## src/rrq_pkg.sv

```systemverilog
// rrq_pkg: shared types and constants for the round-robin run queue
// no dependencies; imported by rrq_cell and round_robin_run_queue
`default_nettype none

package rrq_pkg;

    localparam int TASK_W        = 16;
    localparam int COUNT_OUT_W   = 6;
    localparam int DEF_QUEUE_DEPTH = 32;
    localparam int DEF_ID_WIDTH    = 16;

    typedef enum logic [1:0] {
        OP_ENQUEUE = 2'd0,
        OP_REMOVE  = 2'd1,
        OP_TICK    = 2'd2,
        OP_PICK    = 2'd3
    } t_op;

    typedef enum logic [1:0] {
        ST_OK        = 2'd0,
        ST_FULL      = 2'd1,
        ST_NOT_FOUND = 2'd2
    } t_status;

    typedef struct packed {
        t_op                op;
        logic [TASK_W-1:0]  task_id;
    } t_cmd;

    typedef struct packed {
        logic [TASK_W-1:0]      head_task;
        logic                   head_valid;
        logic [COUNT_OUT_W-1:0] waiting_count;
        t_status                status;
    } t_result;

    // per-cycle command broadcast to every cell
    typedef struct packed {
        logic enq;
        logic rem;
        logic tick;
    } t_cell_ctl;

endpackage

`default_nettype wire

```

## src/round_robin_run_queue.sv

```systemverilog
// round_robin_run_queue: top level, a row of rrq_cell slots plus count and result registers
// depends on rrq_pkg and rrq_cell
// the result word strobes on o_done in the cycle after the command is taken
// throughput: one command per cycle while busy is low; every cell compares and shifts in the same cycle
// busy is high only during reset and the cycle after; the receiver cannot stall
// reset: synchronous, clears the valid bits, the count and the result strobe, and sets busy
`default_nettype none

module round_robin_run_queue
    import rrq_pkg::*;
#(
    parameter int QUEUE_DEPTH = DEF_QUEUE_DEPTH,
    parameter int ID_WIDTH    = DEF_ID_WIDTH
) (
    input  wire logic    i_clk,
    input  wire logic    i_rst_n,
    input  wire logic    start,
    output logic         busy,
    input  wire t_cmd    i_cmd,
    output logic         o_done,
    output t_result      o_result
);

    localparam int SLOT_W  = (ID_WIDTH < TASK_W) ? ID_WIDTH : TASK_W;
    localparam int COUNT_W = $clog2(QUEUE_DEPTH + 1);

    logic [SLOT_W-1:0]      w_slot [QUEUE_DEPTH];
    logic [QUEUE_DEPTH-1:0] w_valid;
    logic [QUEUE_DEPTH:0]   w_found;
    logic [SLOT_W-1:0]      w_id;
    t_cell_ctl              w_ctl;
    logic                   w_accept;
    logic                   w_full;

    logic [COUNT_W-1:0] r_count, n_count;
    logic               r_done;
    logic               r_busy;
    t_status            r_status, n_status;

    assign w_accept   = start && !busy;
    assign w_id       = i_cmd.task_id[SLOT_W-1:0];
    assign w_full     = w_valid[QUEUE_DEPTH-1];
    assign w_found[0] = 1'b0;

    always_comb begin
        w_ctl.enq  = w_accept && (i_cmd.op == OP_ENQUEUE) && !w_full;
        w_ctl.rem  = w_accept && (i_cmd.op == OP_REMOVE);
        // rotate only with two or more tasks waiting
        w_ctl.tick = w_accept && (i_cmd.op == OP_TICK) && w_valid[1];
    end

    genvar gi;
    generate
        for (gi = 0; gi < QUEUE_DEPTH; gi++) begin : g_cell
            logic              w_prev_valid;
            logic [SLOT_W-1:0] w_next_slot;
            logic              w_next_valid;

            if (gi == 0) begin : g_first
                assign w_prev_valid = 1'b1;
            end else begin : g_inner
                assign w_prev_valid = w_valid[gi-1];
            end

            if (gi == QUEUE_DEPTH - 1) begin : g_end
                assign w_next_slot  = w_slot[gi];
                assign w_next_valid = 1'b0;
            end else begin : g_mid
                assign w_next_slot  = w_slot[gi+1];
                assign w_next_valid = w_valid[gi+1];
            end

            rrq_cell #(
                .SLOT_W (SLOT_W)
            ) u_cell (
                .i_clk        (i_clk),
                .i_rst_n      (i_rst_n),
                .i_ctl        (w_ctl),
                .i_id         (w_id),
                .i_head_slot  (w_slot[0]),
                .i_prev_valid (w_prev_valid),
                .i_found      (w_found[gi]),
                .i_next_slot  (w_next_slot),
                .i_next_valid (w_next_valid),
                .o_slot       (w_slot[gi]),
                .o_valid      (w_valid[gi]),
                .o_found      (w_found[gi+1])
            );
        end
    endgenerate

    always_comb begin
        n_count  = r_count;
        n_status = ST_OK;
        if (w_accept) begin
            unique case (i_cmd.op)
                OP_ENQUEUE: begin
                    if (w_full) begin
                        n_status = ST_FULL;
                    end else begin
                        n_count = r_count + 1'b1;
                    end
                end
                OP_REMOVE: begin
                    if (w_found[QUEUE_DEPTH]) begin
                        n_count = r_count - 1'b1;
                    end else begin
                        n_status = ST_NOT_FOUND;
                    end
                end
                OP_TICK, OP_PICK: begin
                    n_status = ST_OK;
                end
                default: begin
                    n_status = ST_OK;
                end
            endcase
        end
    end

    always_ff @(posedge i_clk) begin
        if (!i_rst_n) begin
            r_count <= '0;
            r_done  <= 1'b0;
            r_busy  <= 1'b1;
        end else begin
            r_count <= n_count;
            r_done  <= w_accept;
            r_busy  <= 1'b0;
        end
    end

    always_ff @(posedge i_clk) begin
        r_status <= n_status;
    end

    // cells and count already hold the post-command state during the strobe
    assign busy   = r_busy;
    assign o_done = r_done;
    always_comb begin
        o_result.head_task     = w_valid[0] ? TASK_W'(w_slot[0]) : '0;
        o_result.head_valid    = w_valid[0];
        o_result.waiting_count = COUNT_OUT_W'(r_count);
        o_result.status        = r_status;
    end

    a_count_matches_valid: assert property (@(posedge i_clk) disable iff (!i_rst_n)
        int'(r_count) == $countones(w_valid))
        else $error("count differs from number of valid cells");

    a_valid_packed: assert property (@(posedge i_clk) disable iff (!i_rst_n)
        (w_valid & (w_valid + 1'b1)) == '0)
        else $error("valid cells are not packed toward the head");

    a_result_follows_accept: assert property (@(posedge i_clk) disable iff (!i_rst_n)
        w_accept |=> r_done)
        else $error("accepted command produced no result word");

    a_full_enqueue_refused: assert property (@(posedge i_clk) disable iff (!i_rst_n)
        (w_accept && (i_cmd.op == OP_ENQUEUE) && w_full)
        |=> (r_status == ST_FULL) && (r_count == $past(r_count)))
        else $error("enqueue into a full queue changed the count");

    a_remove_shrinks: assert property (@(posedge i_clk) disable iff (!i_rst_n)
        (w_accept && (i_cmd.op == OP_REMOVE) && w_found[QUEUE_DEPTH])
        |=> (r_count == $past(r_count) - 1'b1))
        else $error("successful remove did not shrink the queue");

endmodule

`default_nettype wire

```

## src/rrq_cell.sv

```systemverilog
// rrq_cell: one queue slot holding a task id and its valid bit
// talks to its left and right neighbors; depends on rrq_pkg
`default_nettype none

module rrq_cell
    import rrq_pkg::*;
#(
    parameter int SLOT_W = DEF_ID_WIDTH
) (
    input  wire logic              i_clk,
    input  wire logic              i_rst_n,
    input  wire t_cell_ctl         i_ctl,
    input  wire logic [SLOT_W-1:0] i_id,
    input  wire logic [SLOT_W-1:0] i_head_slot,
    input  wire logic              i_prev_valid,
    input  wire logic              i_found,
    input  wire logic [SLOT_W-1:0] i_next_slot,
    input  wire logic              i_next_valid,
    output logic      [SLOT_W-1:0] o_slot,
    output logic                   o_valid,
    output logic                   o_found
);

    logic [SLOT_W-1:0] r_slot, n_slot;
    logic              r_valid, n_valid;
    logic              w_match;
    logic              w_last;

    assign w_match = r_valid && (r_slot == i_id);
    // found token: set from the first matching cell onward
    assign o_found = i_found | w_match;
    assign w_last  = r_valid && !i_next_valid;
    assign o_slot  = r_slot;
    assign o_valid = r_valid;

    always_comb begin
        n_slot  = r_slot;
        n_valid = r_valid;
        priority if (i_ctl.enq) begin
            if (!r_valid && i_prev_valid) begin
                n_slot  = i_id;
                n_valid = 1'b1;
            end
        end else if (i_ctl.rem) begin
            // close the gap: every cell at or past the match pulls from the right
            if (o_found) begin
                n_slot  = i_next_slot;
                n_valid = i_next_valid;
            end
        end else if (i_ctl.tick) begin
            if (w_last) begin
                n_slot = i_head_slot;
            end else if (r_valid) begin
                n_slot = i_next_slot;
            end
        end else begin
            // idle or pick: hold
            n_slot  = r_slot;
            n_valid = r_valid;
        end
    end

    always_ff @(posedge i_clk) begin
        if (!i_rst_n) begin
            r_valid <= 1'b0;
        end else begin
            r_valid <= n_valid;
        end
    end

    always_ff @(posedge i_clk) begin
        r_slot <= n_slot;
    end

endmodule

`default_nettype wire
```

## config.mk

```make
export PLATFORM = sky130hd
export DESIGN_NAME = round_robin_run_queue
export DESIGN_NICKNAME = d
export VERILOG_FILES = /design/src/rrq_pkg.sv /design/src/round_robin_run_queue.sv /design/src/rrq_cell.sv
export SDC_FILE = /design/constraint.sdc
export NUM_CORES = 2
export LEC_CHECK = 0
export BUFFER_PORTS_ARGS = -buffer_cell sky130_fd_sc_hd__clkbuf_2
export CAP_MARGIN = 20
export CORE_ASPECT_RATIO = 0.75
export CORE_UTILIZATION = 45
export CTS_CLUSTER_SIZE = 10
export DETAILED_ROUTE_END_ITERATION = 10
export PLACE_DENSITY = 0.58
export SYNTH_ARGS = -nofsm -noshare
export SYNTH_HDL_FRONTEND = slang
export SYNTH_HIERARCHICAL = 1
export SYNTH_SLANG_ARGS = --single-unit
```

## constraint.sdc

```tcl
create_clock -name i_clk -period 14.19 [get_ports i_clk]
set_input_delay 1.419 -clock i_clk [delete_from_list [all_inputs] [get_ports i_clk]]
set_output_delay 1.419 -clock i_clk [all_outputs]
set_load 0.05 [all_outputs]
```

Yosys cells after proc, flatten, opt, wreduce, memory -nomap -nowiden --
Cells that the tools add are included.
Storage, ports and cells: bits in registers 554, bits in latches 0, RAM bits 0, memory bits (read-only) 0, input bits 21, output and inout port bits 27, word-level logic and storage cells 796, memories kept 0
Cells by class: add/sub/neg operators 2, multipliers 0, divide/modulo/power cells 0, order comparisons 0, eq/ne operators 102, shift operators 0, muxes and demuxes 357, bitwise gates (word level) 31, reductions and logical operators 236
Operators by type and width (number):
- $mux W16 | 223
- $eq A16 B16 Y1 | 32
- $mux W1 | 129
- $reduce_and A4 Y1 | 32
- $reduce_bool A4 Y1 | 30
- $ne A3 B1 Y1 const B | 32
- $reduce_and A3 Y1 | 31
- $reduce_bool A2 Y1 | 36
- $logic_and A1 B1 Y1 | 69
- $ne A2 B1 Y1 const B | 32
- $logic_not A1 Y1 | 32
- $or A1 B1 Y1 | 31
- $mux W6 | 2
- $pmux W6 S2 | 1
- $add A6 B1 Y6 const B | 1
- $ne A2 B2 Y1 const B | 3
- $pmux W2 S3 | 1
- $reduce_bool A3 Y1 | 2
- $sub A6 B1 Y6 const B | 1
- $reduce_and A5 Y1 | 1
- $eq A2 B2 Y1 const B | 2
- $eq A2 B1 Y1 const B | 1
- $logic_not A2 Y1 | 1
- $mux W2 | 1
- other kinds (2) | 2

Logic depth before layout (Yosys ltp) --
depth in word-level cells 36, depth in mapped cells 71, gate-level depth less buffers 70

By module --
Netlist, hierarchy kept.
By module, submodules not included:
- rrq_cell | times used 32, cells each 107, area each 1121.1 um^2, sequential area each 500.5 um^2
- round_robin_run_queue | times used 1, cells each 78, area each 634.4 um^2, sequential area each 200.2 um^2

Worst setup path before layout --
Ideal clock, no wire load.
path type input-to-reg, start point input port i_cmd[17] in the netlist's numbering, end point register g_cell[0].u_cell.r_slot[0], enable pin, setup time 0.435 ns, data arrival time 10.631 ns, data required time 13.755 ns, setup slack 3.124 ns, stages on the path 5, path buffers 1, path through nand2b_1 > buf_6 > nor2_1 > inv_1 > o41ai_1
RTL lines:
- start, declared | line round_robin_run_queue.sv:19 | input wire t_cmd i_cmd,
- end signal, assigned | line rrq_cell.sv:72 | r_slot <= n_slot;
- end, declared | line rrq_cell.sv:24 | logic [SLOT_W-1:0] r_slot, n_slot;

Worst setup path in the final report --
start point input port i_cmd[5] in the netlist's numbering, end point register r_count[3]
Between the ends: cells in the longest elaborated chain, start to end 35, elaborated cells between the ends (all ways) 97, those cells by class eq/ne (33); bitwise (31); reduce/logical (33)
Ends and longest elaborated chain:
- $eq A16 B16 Y1 | line rrq_cell.sv:29 | assign w_match = r_valid && (r_slot == i_id);
- $logic_and A1 B1 Y1 | line rrq_cell.sv:29
- via w_found[1] | line round_robin_run_queue.sv:29 | logic [QUEUE_DEPTH:0] w_found;
- $or A1 B1 Y1 | line rrq_cell.sv:31 | assign o_found = i_found | w_match;
- via w_found[2] | line round_robin_run_queue.sv:29
- $or A1 B1 Y1 | line rrq_cell.sv:31
- via w_found[3] | line round_robin_run_queue.sv:29
- $or A1 B1 Y1 | line rrq_cell.sv:31
- via w_found[4] | line round_robin_run_queue.sv:29
- (+1 left out)
- via w_found[5] | line round_robin_run_queue.sv:29
- (+1 left out)
- via w_found[6] | line round_robin_run_queue.sv:29
- (+1 left out)
- via w_found[7] | line round_robin_run_queue.sv:29
- (+1 left out)
- via w_found[8] | line round_robin_run_queue.sv:29
- (+1 left out)
- via w_found[9] | line round_robin_run_queue.sv:29
- (+1 left out)
- via w_found[10] | line round_robin_run_queue.sv:29
- (+1 left out)
- via w_found[11] | line round_robin_run_queue.sv:29
- (+1 left out)
- via w_found[12] | line round_robin_run_queue.sv:29
- (+1 left out)
- via w_found[13] | line round_robin_run_queue.sv:29
- (+1 left out)
- via w_found[14] | line round_robin_run_queue.sv:29
- (+1 left out)
- via w_found[15] | line round_robin_run_queue.sv:29
- (+1 left out)
- via w_found[16] | line round_robin_run_queue.sv:29
- (+1 left out)
- via w_found[17] | line round_robin_run_queue.sv:29
- (+1 left out)
- via w_found[18] | line round_robin_run_queue.sv:29
- (+1 left out)
- via w_found[19] | line round_robin_run_queue.sv:29
- (+1 left out)
- via w_found[20] | line round_robin_run_queue.sv:29
- (+1 left out)
- via w_found[21] | line round_robin_run_queue.sv:29
- (+1 left out)
- via w_found[22] | line round_robin_run_queue.sv:29
- (+1 left out)
- via w_found[23] | line round_robin_run_queue.sv:29
- (+1 left out)
- via w_found[24] | line round_robin_run_queue.sv:29
- (+1 left out)
- via w_found[25] | line round_robin_run_queue.sv:29
- (+1 left out)
- via w_found[26] | line round_robin_run_queue.sv:29
- (+1 left out)
- via w_found[27] | line round_robin_run_queue.sv:29
- (+1 left out)
- via w_found[28] | line round_robin_run_queue.sv:29
- (+1 left out)
- via w_found[29] | line round_robin_run_queue.sv:29
- $or A1 B1 Y1 | line rrq_cell.sv:31
- via w_found[30] | line round_robin_run_queue.sv:29
- $or A1 B1 Y1 | line rrq_cell.sv:31
- via w_found[31] | line round_robin_run_queue.sv:29
- $or A1 B1 Y1 | line rrq_cell.sv:31
- via w_found[32] | line round_robin_run_queue.sv:29
- $ne A2 B1 Y1 (no line)
- $reduce_and A4 Y1 (no line)
- end signal, assigned | line round_robin_run_queue.sv:127 | r_count <= n_count;
- end, declared | line round_robin_run_queue.sv:35 | logic [COUNT_W-1:0] r_count, n_count;
The timed path passes the listed nets, and every way through them passes these cells. A chain may end at the register's enable or synchronous reset.

==> results.md <==
- Pin count of the biggest net entering global routing: 246
- Most repeated cell in the gate-level netlist after synthesis: nand2_1
- Cell depth of the worst setup path: 71
- RSZ-0062 raised after global routing: no
- Critical Path RT: 14730 ps
- Worst clock skew: 20.4 ps
- Post-synthesis area per instance: 10.4 sq um
- Root cell of the clock tree: clkbuf_16
- Die Wd: 331 microns
- Adder and majority cell fraction of the synthesized area: 0.0343%
- Overall power of the completed layout: 3.79 mW
- Fraction of final layout cells sized beyond drive strength 1: 10.7%
- Clock edge transition at the registers on the reported setup and hold paths: 60 ps
- Number of violations reported at the end of detailed-routing iteration 0: 2543
- Number of buffers created by CTS: 66
- Count of cells along the worst hold path: 2
- Layout Nets: 3578
- Combined area of all synthesized cells: 36500 sq um
- Fin crit period: 11830 ps
- First-pass GRT wire length: 154000 microns
- Layout-stage area growth over the synthesis result: 9.80%
- Worst Setup Slack post-DPL: 2080 ps
- Main synth FF type: edfxtp_1
- Kind of cell with the highest combined delay on the critical path: compound AO/OA/AOI/OAI gates
- Worst Setup End Kind: flip-flop
- Register area: 16200 sq um
- Total area of multi-input combinational cells: 19000 sq um
- Worst Tran Pin Value: 1170 ps
- Number of clock sinks seen by CTS: 554
- Starting Density: 45.4%
- Top cells by instance count after synthesis: nand2_1 (551), mux2i_1 (516), edfxtp_1 (512)
- Max-cap violations: 0
- Via-per-instance ratio: 5.68
- WP buf/inv: 32
- Maximum net fanout on the critical path: 34
- First-pass iteration count of the detailed router: 8
- Number of global-route vias before repair: 24800
- Pwr per Cell Area: 94.4 nW/um^2
- Top-level port count: 48
- Initial antenna violation count: 0
- Worst reg-to-reg setup slack: 2740 ps
- Number of warnings printed during yosys synthesis: 6
- TritonCTS clock tree: yes
- #FFs+latches synth: 554
- Compound-gate portion of the synthesized area: 12.3%
- Cell type with the highest occurrence count on the critical path: o21ai_0
- Detail-routed net length per standard cell: 21.3 microns
- Post-synthesis sequential area ratio: 44.4%
- Worst max-slew margin expressed relative to the limit: 20.9%
- Hold/Removal Path Class: flip-flop to flip-flop
- Level count of the clock H-tree: 3
- Fraction of synthesized cell area in xor and xnor cells: 12.3%
- Placer Congestion: 0.801
- Antenna diodes: 0
- Core region area: 80400 sq um
- Worst Setup Slack, final: 2360 ps
- Critical path's largest stage delay: 490 ps
- Origin of the worst setup path: i_cmd[5]
- Violations in the final reports: design-rule violations
- Cts hold-fix bufs: 0
- Summed negative setup slack over all endpoints: 0 ps
- Count of vias placed by the detailed router: 26500
- Cell with the largest stage delay on the worst path: nor4_1
- Detailed-route wire length: 99200 microns
- Final period util: 83.4%
- Status: finished with violations
- Buffer levels on the longest clock path: 3
- GRT Residual Overflow: 0
- Remaining design rule violation count: 1
- Static leakage power: 12.4 nW
- Portion of netlist area occupied by mux cells: 14.1%
- Share of the synthesized area in the top cell type: 42.1%
- Post-detailed-placement half-perimeter wirelength: 63100 microns
- DIE AREA: 82300 sq um
- Main combinational cell family by area after synthesis: multiplexers
- Number of flops mapped to enable cells by yosys: 512
- Post-cts repair resize count: 0
- Startpoint type of the worst setup path: input port
- Top cells by area in the synthesized netlist: edfxtp_1 (42%), mux2i_1 (14%), xor2_1 (12%), nand2_1 (5.7%), o21ai_1 (3.9%)
- Placed insts: 4540
- Synthesized-area fraction occupied by and/or/nand/nor cells: 12.5%
- Number of fill cells in the layout: 7343
- Start-to-end type of the worst setup path: input port to flip-flop
- Number of hold-slack violations in the final timing report: 0
- Unique cell type count in the Yosys netlist: 44
- Achievable frequency: 84.5 MHz
- # port buffers: 47
- Number of cells on the worst reg-to-reg path: 71
- Worst vdd rail ir drop: 0.0000707 V
- Final max-slew violation count: 0
- Count of placed standard cells in the final layout, fillers left out: 4662
- Arrival time at the worst endpoint: 12370 ps
- Worst-skew pair later-pin latency: 620 ps
- DRT antenna net count: 0
- Total Routing Usage GR: 23.9%
- Number of setup buffers added after CTS: 0
- Capture point of the worst path: r_count[3]$_SDFFE_PN0P_
- Instance count of the mapped netlist: 3502
- Finish-stage setup viols: 0
- Row count: 90
- Biggest area consumer among synthesized cells: edfxtp_1
- Startpoint of the most critical register-to-register path: g_cell[0].u_cell/o_slot[1]$_DFFE_PP_
- Vert. Die Dim: 249 microns
- Proportion of synthesized flip-flops having asynchronous set or reset: 0%
- Destination of the worst register-to-register timing path: r_count[3]$_SDFFE_PN0P_
==> kinds of logic after synthesis <==
group                    after synthesis
other                                  2
XOR/XNOR                             514
AO/OA/AOI/OAI                        743
multiplexers                         516
AND/OR/NAND/NOR                      911
buffers and inverters                261
adder cells (fa/ha/maj)                1
flip-flops                           554
==> report_power, final <==
part	total, mW	switching [mW]	leakage, nW	internal, mW
registers	1.82	0.0183	4.97	1.80
logic	0.359	0.238	6.52	0.121
clock network	1.61	0.701	0.931	0.905
==> layout make-up <==
class	count	area share, %
Timing Repair Buffer	145	3.03
Clock buffer	111	4.70
Inverter	97	0.908
Clock inverter	5	0.165
Tap cell	1058	3.30
Sequential cell	554	40.5
Multi-Input combinational cell	2692	47.4
==> tightest hold or removal path, delay by kind of cell, from the launching register on <==
family           cells  cell delay [ps]
multiplexers         1               50
flip-flops           1              310
AND/OR/NAND/NOR      1               50
==> worst min path at each step <==
stage / startpoint / endpoint / slack, ps
2_1_floorplan: g_cell[31].u_cell/o_valid$_SDFFE_PN0P_ / r_status[0]$_SDFF_PN0_ / 580
3_3_place_gp: r_count[5]$_SDFFE_PN0P_ / r_count[5]$_SDFFE_PN0P_ / 460
3_5_place_dp: r_count[5]$_SDFFE_PN0P_ / r_count[5]$_SDFFE_PN0P_ / 460
4_1_cts: r_count[5]$_SDFFE_PN0P_ / r_count[5]$_SDFFE_PN0P_ / 470
5_1_grt: r_count[5]$_SDFFE_PN0P_ / r_count[5]$_SDFFE_PN0P_ / 490
6_report: r_count[5]$_SDFFE_PN0P_ / r_count[5]$_SDFFE_PN0P_ / 470
==> cells in the final DEF, fill, tap and decap left out, types with 33 or more instances in the layout <==
master	count
mux2i_1	516
nor4_1	96
o21ai_1	288
nand3_1	64
nand2b_1	37
dfxtp_1	42
o21ai_0	225
clkbuf_1	41
xor2_1	481
nor3_1	33
nand2_1	551
inv_1	65
xnor2_1	33
a21oi_1	34
edfxtp_1	512
buf_4	101
clkbuf_16	68
==> registers in the layout, indices dropped and copies added, names as in the netlist <==
register               flops
r_status                   2
g_cell.u_cell/o_slot     512
o_done                     1
r_count                    6
g_cell.u_cell/o_valid     32
busy                       1
==> per-layer routing <==
metal / vias to the layer above / routed length [microns] / track usage (%)
met5: - / 0 / 0
met4: 0 / 1290 / 4.13
met3: 88 / 6680 / 5.01
met2: 683 / 40700 / 33.4
met1: 12800 / 50500 / 37.8
li1: 12900 / - / -
==> through the flow <==
stage | utilization, % | instance area, sq um | hold slack (ps)
floorplan | - | 36500 | 575
global placement | 47.2 | 37900 | 455
detailed placement | 47.3 | 38000 | 461
CTS | 49.7 | 39900 | 467
global route | 49.9 | 40100 | 491
finish | 49.9 | 40100 | 465
Note: power is estimated with default switching activity, not from simulation.
